**src/rtl/mpba_pkg.sv**
```systemverilog
`timescale 1ns / 1ps

package mpba_pkg;

    // Number of pools that own a block count register
    localparam int CFG_REGS   = 4;
    localparam int CFG_IDX_W  = 2;
    localparam int CFG_DATA_W = 6;

    localparam int POOL_W  = 3;
    localparam int INDEX_W = 6;
    localparam int GRANT_W = 5;
    localparam int COUNT_W = 6;
    localparam int STAT_W  = 32;

    typedef enum logic [1:0] {
        OP_ALLOC       = 2'd0,
        OP_FREE        = 2'd1,
        OP_CLEAR_STATS = 2'd2,
        OP_READ_STATS  = 2'd3
    } t_op;

    typedef enum logic [1:0] {
        ST_OK        = 2'd0,
        ST_FULL      = 2'd1,
        ST_INVALID   = 2'd2,
        ST_NOT_ALLOC = 2'd3
    } t_status;

    typedef logic [CFG_REGS-1:0][CFG_DATA_W-1:0] t_cfg_regs;

    typedef struct packed {
        t_op                op;
        logic [POOL_W-1:0]  pool;
        logic [INDEX_W-1:0] block_index;
    } t_req;

    typedef struct packed {
        t_status            status;
        logic [GRANT_W-1:0] granted_index;
        logic [COUNT_W-1:0] used_now;
        logic [COUNT_W-1:0] peak_used;
        logic [STAT_W-1:0]  allocs_total;
        logic [STAT_W-1:0]  frees_total;
        logic [STAT_W-1:0]  fails_total;
    } t_res;

endpackage

```
**src/rtl/mpba_first_free.sv**
```systemverilog
`timescale 1ns / 1ps

module mpba_first_free #(
    parameter int WIDTH = 32,
    parameter int IDX_W = 5
) (
    input  logic [WIDTH-1:0] i_free,
    output logic             o_found,
    output logic [IDX_W-1:0] o_index
);

    // Lowest set bit wins: scan from the top so lower bits overwrite
    always_comb begin
        o_index = '0;
        for (int i = WIDTH - 1; i >= 0; i--) begin
            if (i_free[i]) begin
                o_index = IDX_W'(i);
            end
        end
        o_found = |i_free;
    end

endmodule

```
**src/rtl/mpba_pool_core.sv**
```systemverilog
`timescale 1ns / 1ps

module mpba_pool_core #(
    parameter int POOL_COUNT = 4,
    parameter int MAX_BLOCKS = 32
) (
    input  logic              i_clk,
    input  logic              i_rst_n,
    input  logic              i_fire,
    input  mpba_pkg::t_req    i_req,
    input  mpba_pkg::t_cfg_regs i_counts,
    output mpba_pkg::t_res    o_res
);

    import mpba_pkg::*;

    localparam int PW = (POOL_COUNT > 1) ? $clog2(POOL_COUNT) : 1;
    localparam int BW = (MAX_BLOCKS > 1) ? $clog2(MAX_BLOCKS) : 1;
    localparam int CW = $clog2(MAX_BLOCKS + 1);
    localparam logic [6:0] MAX7 = 7'(MAX_BLOCKS);

    logic [MAX_BLOCKS-1:0] r_map   [POOL_COUNT];
    logic [CW-1:0]         r_used  [POOL_COUNT];
    logic [CW-1:0]         r_peak  [POOL_COUNT];
    logic [STAT_W-1:0]     r_alloc [POOL_COUNT];
    logic [STAT_W-1:0]     r_free  [POOL_COUNT];
    logic [STAT_W-1:0]     r_fail  [POOL_COUNT];

    logic [MAX_BLOCKS-1:0] n_map   [POOL_COUNT];
    logic [CW-1:0]         n_used  [POOL_COUNT];
    logic [CW-1:0]         n_peak  [POOL_COUNT];
    logic [STAT_W-1:0]     n_alloc [POOL_COUNT];
    logic [STAT_W-1:0]     n_free  [POOL_COUNT];
    logic [STAT_W-1:0]     n_fail  [POOL_COUNT];

    logic                  pool_ok;
    logic                  clear_all;
    logic [PW-1:0]         sel;
    logic [6:0]            cnt7;
    logic [6:0]            cfg_ext;
    logic [MAX_BLOCKS-1:0] avail;
    logic                  found;
    logic [BW-1:0]         grant;
    logic                  idx_ok;
    logic                  idx_used;

    logic [MAX_BLOCKS-1:0] new_map;
    logic [CW-1:0]         new_used;
    logic [CW-1:0]         new_peak;
    logic [STAT_W-1:0]     new_alloc;
    logic [STAT_W-1:0]     new_free;
    logic [STAT_W-1:0]     new_fail;
    t_status               status;
    logic [GRANT_W-1:0]    granted;

    assign pool_ok   = ({1'b0, i_req.pool} < 4'(POOL_COUNT));
    assign clear_all = (i_req.op == OP_CLEAR_STATS) && ({1'b0, i_req.pool} == 4'(POOL_COUNT));
    assign sel       = pool_ok ? i_req.pool[PW-1:0] : '0;

    // Effective block count: register value capped at the pool size
    always_comb begin
        cfg_ext = '0;
        cnt7    = MAX7;
        if ({1'b0, i_req.pool} < 4'(CFG_REGS)) begin
            cfg_ext = {1'b0, i_counts[i_req.pool[CFG_IDX_W-1:0]]};
            if (cfg_ext < MAX7) begin
                cnt7 = cfg_ext;
            end
        end
    end

    always_comb begin
        for (int i = 0; i < MAX_BLOCKS; i++) begin
            avail[i] = !r_map[sel][i] && (7'(i) < cnt7);
        end
    end

    mpba_first_free #(
        .WIDTH (MAX_BLOCKS),
        .IDX_W (BW)
    ) u_first_free (
        .i_free  (avail),
        .o_found (found),
        .o_index (grant)
    );

    assign idx_ok   = ({1'b0, i_req.block_index} < cnt7);
    assign idx_used = r_map[sel][i_req.block_index[BW-1:0]];

    // Work out the addressed pool's state after this item
    always_comb begin
        new_map   = r_map[sel];
        new_used  = r_used[sel];
        new_peak  = r_peak[sel];
        new_alloc = r_alloc[sel];
        new_free  = r_free[sel];
        new_fail  = r_fail[sel];
        status    = ST_OK;
        granted   = '0;
        unique case (i_req.op)
            OP_ALLOC: begin
                if (found) begin
                    new_map[grant] = 1'b1;
                    new_used       = r_used[sel] + 1'b1;
                    new_alloc      = r_alloc[sel] + 1'b1;
                    if (new_used > r_peak[sel]) begin
                        new_peak = new_used;
                    end
                    granted = GRANT_W'(grant);
                end else begin
                    new_fail = r_fail[sel] + 1'b1;
                    status   = ST_FULL;
                end
            end
            OP_FREE: begin
                if (!idx_ok) begin
                    status = ST_INVALID;
                end else if (!idx_used) begin
                    status = ST_NOT_ALLOC;
                end else begin
                    new_map[i_req.block_index[BW-1:0]] = 1'b0;
                    if (r_used[sel] != '0) begin
                        new_used = r_used[sel] - 1'b1;
                    end
                    new_free = r_free[sel] + 1'b1;
                end
            end
            OP_CLEAR_STATS: begin
                new_peak  = '0;
                new_alloc = '0;
                new_free  = '0;
                new_fail  = '0;
            end
            OP_READ_STATS: begin
            end
            default: begin
            end
        endcase
    end

    always_comb begin
        o_res = '0;
        if (clear_all) begin
            o_res.status = ST_OK;
        end else if (!pool_ok) begin
            o_res.status = ST_INVALID;
        end else begin
            o_res.status        = status;
            o_res.granted_index = granted;
            o_res.used_now      = COUNT_W'(new_used);
            o_res.peak_used     = COUNT_W'(new_peak);
            o_res.allocs_total  = new_alloc;
            o_res.frees_total   = new_free;
            o_res.fails_total   = new_fail;
        end
    end

    always_comb begin
        n_map   = r_map;
        n_used  = r_used;
        n_peak  = r_peak;
        n_alloc = r_alloc;
        n_free  = r_free;
        n_fail  = r_fail;
        if (i_fire) begin
            if (clear_all) begin
                for (int k = 0; k < POOL_COUNT; k++) begin
                    n_peak[k]  = '0;
                    n_alloc[k] = '0;
                    n_free[k]  = '0;
                    n_fail[k]  = '0;
                end
            end else if (pool_ok) begin
                n_map[sel]   = new_map;
                n_used[sel]  = new_used;
                n_peak[sel]  = new_peak;
                n_alloc[sel] = new_alloc;
                n_free[sel]  = new_free;
                n_fail[sel]  = new_fail;
            end
        end
    end

    always_ff @(posedge i_clk) begin
        if (!i_rst_n) begin
            for (int k = 0; k < POOL_COUNT; k++) begin
                r_map[k]   <= '0;
                r_used[k]  <= '0;
                r_peak[k]  <= '0;
                r_alloc[k] <= '0;
                r_free[k]  <= '0;
                r_fail[k]  <= '0;
            end
        end else begin
            r_map   <= n_map;
            r_used  <= n_used;
            r_peak  <= n_peak;
            r_alloc <= n_alloc;
            r_free  <= n_free;
            r_fail  <= n_fail;
        end
    end

endmodule

```
**src/rtl/multi_pool_block_allocator.sv**
```systemverilog
`timescale 1ns / 1ps

// Block allocator for several pools of fixed-size blocks.
// Request channel (i_in_valid / o_in_ready) carries op, pool and block index;
// result channel (o_out_valid / i_out_ready) returns exactly one result per
// request, in order: status, granted index, used and peak count and the three
// wrapping counters of the addressed pool after the request.
// Each request is held in an input register, processed by the allocation
// logic (first-free search over the pool's used bitmap) and caught in a
// result register. One request per cycle is taken while results are
// drained.
// The pool state updates when a request moves into the result register, so
// a following request always sees the effects of the one before it.
// If the receiver stalls, the result register holds, the input register
// fills, and o_in_ready drops until the result is taken.
// Reset (synchronous, active low) frees every block, clears all counters
// and sets each block count register to 32. Block counts are written through
// i_cfg_we / i_cfg_index / i_cfg_data; the user must do so only while no
// request is in flight, as the block itself does not enforce it.
module multi_pool_block_allocator #(
    parameter int POOL_COUNT = 4,
    parameter int MAX_BLOCKS = 32
) (
    input  logic                            i_clk,
    input  logic                            i_rst_n,
    input  logic                            i_in_valid,
    output logic                            o_in_ready,
    input  logic [1:0]                      i_op,
    input  logic [mpba_pkg::POOL_W-1:0]     i_pool,
    input  logic [mpba_pkg::INDEX_W-1:0]    i_block_index,
    output logic                            o_out_valid,
    input  logic                            i_out_ready,
    output logic [1:0]                      o_status,
    output logic [mpba_pkg::GRANT_W-1:0]    o_granted_index,
    output logic [mpba_pkg::COUNT_W-1:0]    o_used_now,
    output logic [mpba_pkg::COUNT_W-1:0]    o_peak_used,
    output logic [mpba_pkg::STAT_W-1:0]     o_allocs_total,
    output logic [mpba_pkg::STAT_W-1:0]     o_frees_total,
    output logic [mpba_pkg::STAT_W-1:0]     o_fails_total,
    input  logic                            i_cfg_we,
    input  logic [mpba_pkg::CFG_IDX_W-1:0]  i_cfg_index,
    input  logic [mpba_pkg::CFG_DATA_W-1:0] i_cfg_data
);

    import mpba_pkg::*;

    localparam logic [CFG_DATA_W-1:0] CNT_RESET = CFG_DATA_W'(32);

    t_cfg_regs r_counts;
    t_req      r_req;
    logic      r_req_valid;
    t_res      r_res;
    logic      r_res_valid;
    t_res      core_res;
    logic      advance;
    logic      in_xfer;

    // Move the held request into the result register when that slot frees
    assign advance    = r_req_valid && (!r_res_valid || i_out_ready);
    assign o_in_ready = !r_req_valid || advance;
    assign in_xfer    = i_in_valid && o_in_ready;

    // Block count registers
    always_ff @(posedge i_clk) begin
        if (!i_rst_n) begin
            for (int k = 0; k < CFG_REGS; k++) begin
                r_counts[k] <= CNT_RESET;
            end
        end else if (i_cfg_we) begin
            r_counts[i_cfg_index] <= i_cfg_data;
        end
    end

    // Input register: hold the request until it advances
    always_ff @(posedge i_clk) begin
        if (!i_rst_n) begin
            r_req_valid <= 1'b0;
        end else if (in_xfer) begin
            r_req_valid <= 1'b1;
        end else if (advance) begin
            r_req_valid <= 1'b0;
        end
    end

    always_ff @(posedge i_clk) begin
        if (in_xfer) begin
            r_req.op          <= t_op'(i_op);
            r_req.pool        <= i_pool;
            r_req.block_index <= i_block_index;
        end
    end

    mpba_pool_core #(
        .POOL_COUNT (POOL_COUNT),
        .MAX_BLOCKS (MAX_BLOCKS)
    ) u_core (
        .i_clk    (i_clk),
        .i_rst_n  (i_rst_n),
        .i_fire   (advance),
        .i_req    (r_req),
        .i_counts (r_counts),
        .o_res    (core_res)
    );

    // Result register: hold while the receiver stalls, drop once taken
    always_ff @(posedge i_clk) begin
        if (!i_rst_n) begin
            r_res_valid <= 1'b0;
        end else if (advance) begin
            r_res_valid <= 1'b1;
        end else if (i_out_ready) begin
            r_res_valid <= 1'b0;
        end
    end

    always_ff @(posedge i_clk) begin
        if (advance) begin
            r_res <= core_res;
        end
    end

    assign o_out_valid     = r_res_valid;
    assign o_status        = r_res.status;
    assign o_granted_index = r_res.granted_index;
    assign o_used_now      = r_res.used_now;
    assign o_peak_used     = r_res.peak_used;
    assign o_allocs_total  = r_res.allocs_total;
    assign o_frees_total   = r_res.frees_total;
    assign o_fails_total   = r_res.fails_total;

endmodule

```
**config.mk**
```make
export PLATFORM = sky130hd
export DESIGN_NAME = multi_pool_block_allocator
export DESIGN_NICKNAME = d
export VERILOG_FILES = /design/src/rtl/mpba_pkg.sv /design/src/rtl/mpba_first_free.sv /design/src/rtl/mpba_pool_core.sv /design/src/rtl/multi_pool_block_allocator.sv
export SDC_FILE = /design/constraint.sdc
export NUM_CORES = 2
export LEC_CHECK = 0
export BUFFER_PORTS_ARGS = -buffer_cell sky130_fd_sc_hd__buf_2
export CORE_ASPECT_RATIO = 1.5
export CORE_UTILIZATION = 50
export DETAILED_ROUTE_END_ITERATION = 16
export PLACE_DENSITY = 0.76
export SYNTH_ARGS = -nofsm -noshare
export SYNTH_HDL_FRONTEND = slang
export SYNTH_SLANG_ARGS = --single-unit
```
**constraint.sdc**
```tcl
create_clock -name i_clk -period 8.5 [get_ports i_clk]
set_clock_uncertainty 0.05 [all_clocks]
set_input_delay 0 -clock i_clk [delete_from_list [all_inputs] [get_ports i_clk]]
set_output_delay 0 -clock i_clk [all_outputs]
set_load 0.05 [all_outputs]
```
==> results.py <==
metrics = {
    "setup_path": {
        "max_stage_delay_ps": 850,
        "rr_worst_depth": 12,
        "worst_setup_path_start_kind": "register",
        "crit_family": "simple AND/OR/NAND/NOR gates",
        "worstPathRequired_ps": 8910,
        "crit_chain": "buf_4, nor2b_1, a221oi_1, mux4_2, nand4_1, o211ai_1, or4b_2, nor3_1, and3_1, inv_1, o21ai_1, o21ai_0",
        "slowest_stage": "nor3_1",
        "cp.arrival_ps": 6820,
        "cp_num_cells": 12,
        "path_class": "reg2reg",
        "crit_buf_inv": 2,
        "crit_fanout": 35,
        "cp-end-kind": "register",
    },
    "final_layout": {
        "n_antenna_cell": 0,
        "nFillCells": 5963,
        "finalNetCount": 3746,
        "area_growth_pct": 11.2,
        "finalCoreUtilization": 0.564,
        "most-common-layout-cells": "dfxtp_1, nand2_1, nor2_1",
        "final_common_cell": "dfxtp_1",
        "layoutNonFillerInstCount": 4634,
        "drive_above_1_share": 0.118,
    },
    "placement": {
        "hpwl_um": 70600,
        "place_congestion": 1.01,
        "post-place-cells": 4481,
        "io_buffers": 140,
        "dp_slack_ps": 2210,
    },
    "global_routing": {
        "grt_pass1_wl_um": 171000,
        "grt_pass1_vias": 29931,
        "grt_max_degree": 114,
        "antenna_found_initial": 3,
        "globalRouteTotalUtil": 0.326,
        "overflow": 0,
    },
    "yosys": {
        "synth_fp_nets": 3729,
        "synth_cell_types": 99,
        "async_reset_ff_frac": 0,
        "postSynthAreaPerCell_um2": 9.07,
        "synthCells": 3684,
        "ys_warn_count": 0,
        "synth_seq_cells": 712,
        "netlist_area_mm2": 0.0334,
        "synth_edf_count": 126,
        "ys.flop_type": "dfxtp_1",
        "seq_area_frac_synth": 0.464,
    },
    "timing": {
        "drv_slew": 0,
        "finalHoldViolations": 0,
        "setup_slack_ps": 2090,
        "rsz0062_at_grt": "no",
        "setup_tns_ps": 0,
        "tightest_slew_ps": 1290,
        "period_share": 0.755,
        "fmax_mhz": 156,
        "relSlewSlack": 0.139,
        "setup_viol": 0,
        "period_needed_ps": 6410,
    },
    "cts": {
        "cts_setup_buffers": 0,
        "cts.htree.levels": 3,
        "clk_pin_slew_worst_paths_ps": 60,
        "cts_tree": "yes",
        "clk_latency_ps": 630,
        "cts_resized": 0,
        "postCtsHoldBufs": 27,
        "cts_buffer_depth": 3,
        "numClockSinks": 712,
        "ctsRootBufferMaster": "clkbuf_16",
        "cts_buffers": 68,
    },
    "routing": {
        "met1_length_um": 41100,
        "route.met2.wl_um": 53800,
        "viasPerCell": 6.64,
        "wl_met3_um": 9710,
        "top_layer_used": "met5",
        "drc": 0,
        "first_pass_iters": 6,
        "drt_iter0_markers": 3546,
        "ant_nets": 0,
        "routedWlPerCell_um": 24.3,
        "routed_wl_um": 113000,
        "vias": 30769,
    },
    "run_status": {
        "outcome": "completed",
    },
    "pwr": {
        "vdd_drop_max_uv": 157,
        "p_leak_nw": 13.2,
        "p_per_area_mw_per_mm2": 195,
    },
    "min_path": {
        "hold_class": "in2reg",
        "whs_path_depth": 2,
    },
    "floorplan": {
        "coreArea_mm2": 0.0659,
        "dieArea_mm2": 0.0679,
        "io_pins": 141,
        "rows": 115,
        "dieWidth_um": 213,
        "fp.dieH_um": 319,
        "start_util": 0.507,
    },
    "flow_run": {
        "drv_cap": 0,
    },
}
## cell families after synthesis
kind of cell,share of synthesized area
xor gates and xnor gates,0.0105
DFF,0.464
AOI/OAI and AO/OA,0.232
and+or+nand+nor,0.188
adders and majority gates,0.00816
muxes,0.0573
buffers and inverters,0.0393
## path summary, 6_finish.rpt
kind                                         start                 end  slack, ps
worst max-delay path                      r_req[7]    u_core.r_map[13]       2090
worst min register to register  u_core.r_alloc[89]  u_core.r_alloc[89]        390
worst min-delay path                       i_op[0]            r_req[9]         40
worst max register to register            r_req[7]    u_core.r_map[13]       2090
## power by group
group	total, mW	switching [mW]	leakage [nW]	internal (mW)
clock network	3.09	1.35	1.09	1.74
registers	3.51	0.0326	5.88	3.48
logic	0.645	0.496	6.22	0.149
total	7.24	1.88	13.2	5.36
## routing by layer
metal | vias up | GRT usage
met5 | - | 0
met4 | 6 | 0.236
met3 | 501 | 0.0558
met2 | 1687 | 0.536
met1 | 14827 | 0.379
li1 | 13748 | -
## cell type report
class	instances	area, um^2	share of cell area
timing repair buffer	234	1500	0.0404
clock buffer	94	1910	0.0514
multi-input combinational	2656	16700	0.450
inverter	29	115	0.00310
tap	877	1100	0.0295
sequential	712	15500	0.418
clock inverter	32	305	0.00822
## flip-flops by register name (all words and copies together) (netlist names), 6 cells and up
name and count:
u_core.r_used 24, r_req 11, u_core.r_peak 24, o_allocs_total 32
u_core.r_fail 128, u_core.r_map 128, o_peak_used 6, u_core.r_alloc 128
o_frees_total 32, r_counts 24, u_core.r_free 128, o_fails_total 32
o_used_now 6
## per-stage QoR
stage                     power [mW]  hold WS (ps)  instance area, um^2
after floorplan                 4.00          48.9                33400
after global placement          4.20           127                34700
after detailed placement        4.20           128                34700
after CTS                       7.24          13.5                37200
after global routing            7.41          43.1                37200
final                           7.24          40.2                37200
## Yosys cell counts, types with 10 or more instances
cell       instances  area (um^2)
o22ai_1           38          238
and2_1            56          350
o311ai_0          48          420
a31oi_1           25          156
a2bb2oi_1         22          193
buf_1             19         71.3
nor4bb_1          10          100
o22a_1            10         87.6
o31ai_1           60          450
mux2i_1          111         1110
a22o_1           173         1520
buf_2             27          135
dfxtp_1          586        11700
o21a_1            11         82.6
nand4_1           15         93.8
xor2_1            12          105
a211oi_1          17          128
a221oi_1          51          447
nand3b_1          14          105
nand2b_1          19          119
nor3_1            88          440
or3_1             19          119
o221ai_1          10         87.6
edfxtp_1         126         3780
nor2_1           312         1170
a221o_1           23          230
nor2b_1           33          206
a22oi_1           75          563
and3_1            22          138
xnor2_1           28          245
inv_1             25         93.8
mux2_2            54          608
o21ai_0          276         1380
a311oi_1          14          123
nand3_1          213         1070
clkbuf_1         225          845
a21oi_1          138          691
nor4_1            18          113
o211ai_1          17          128
nand2_1          434         1630
ha_1              21          263
(Power assumes the default switching activity.)
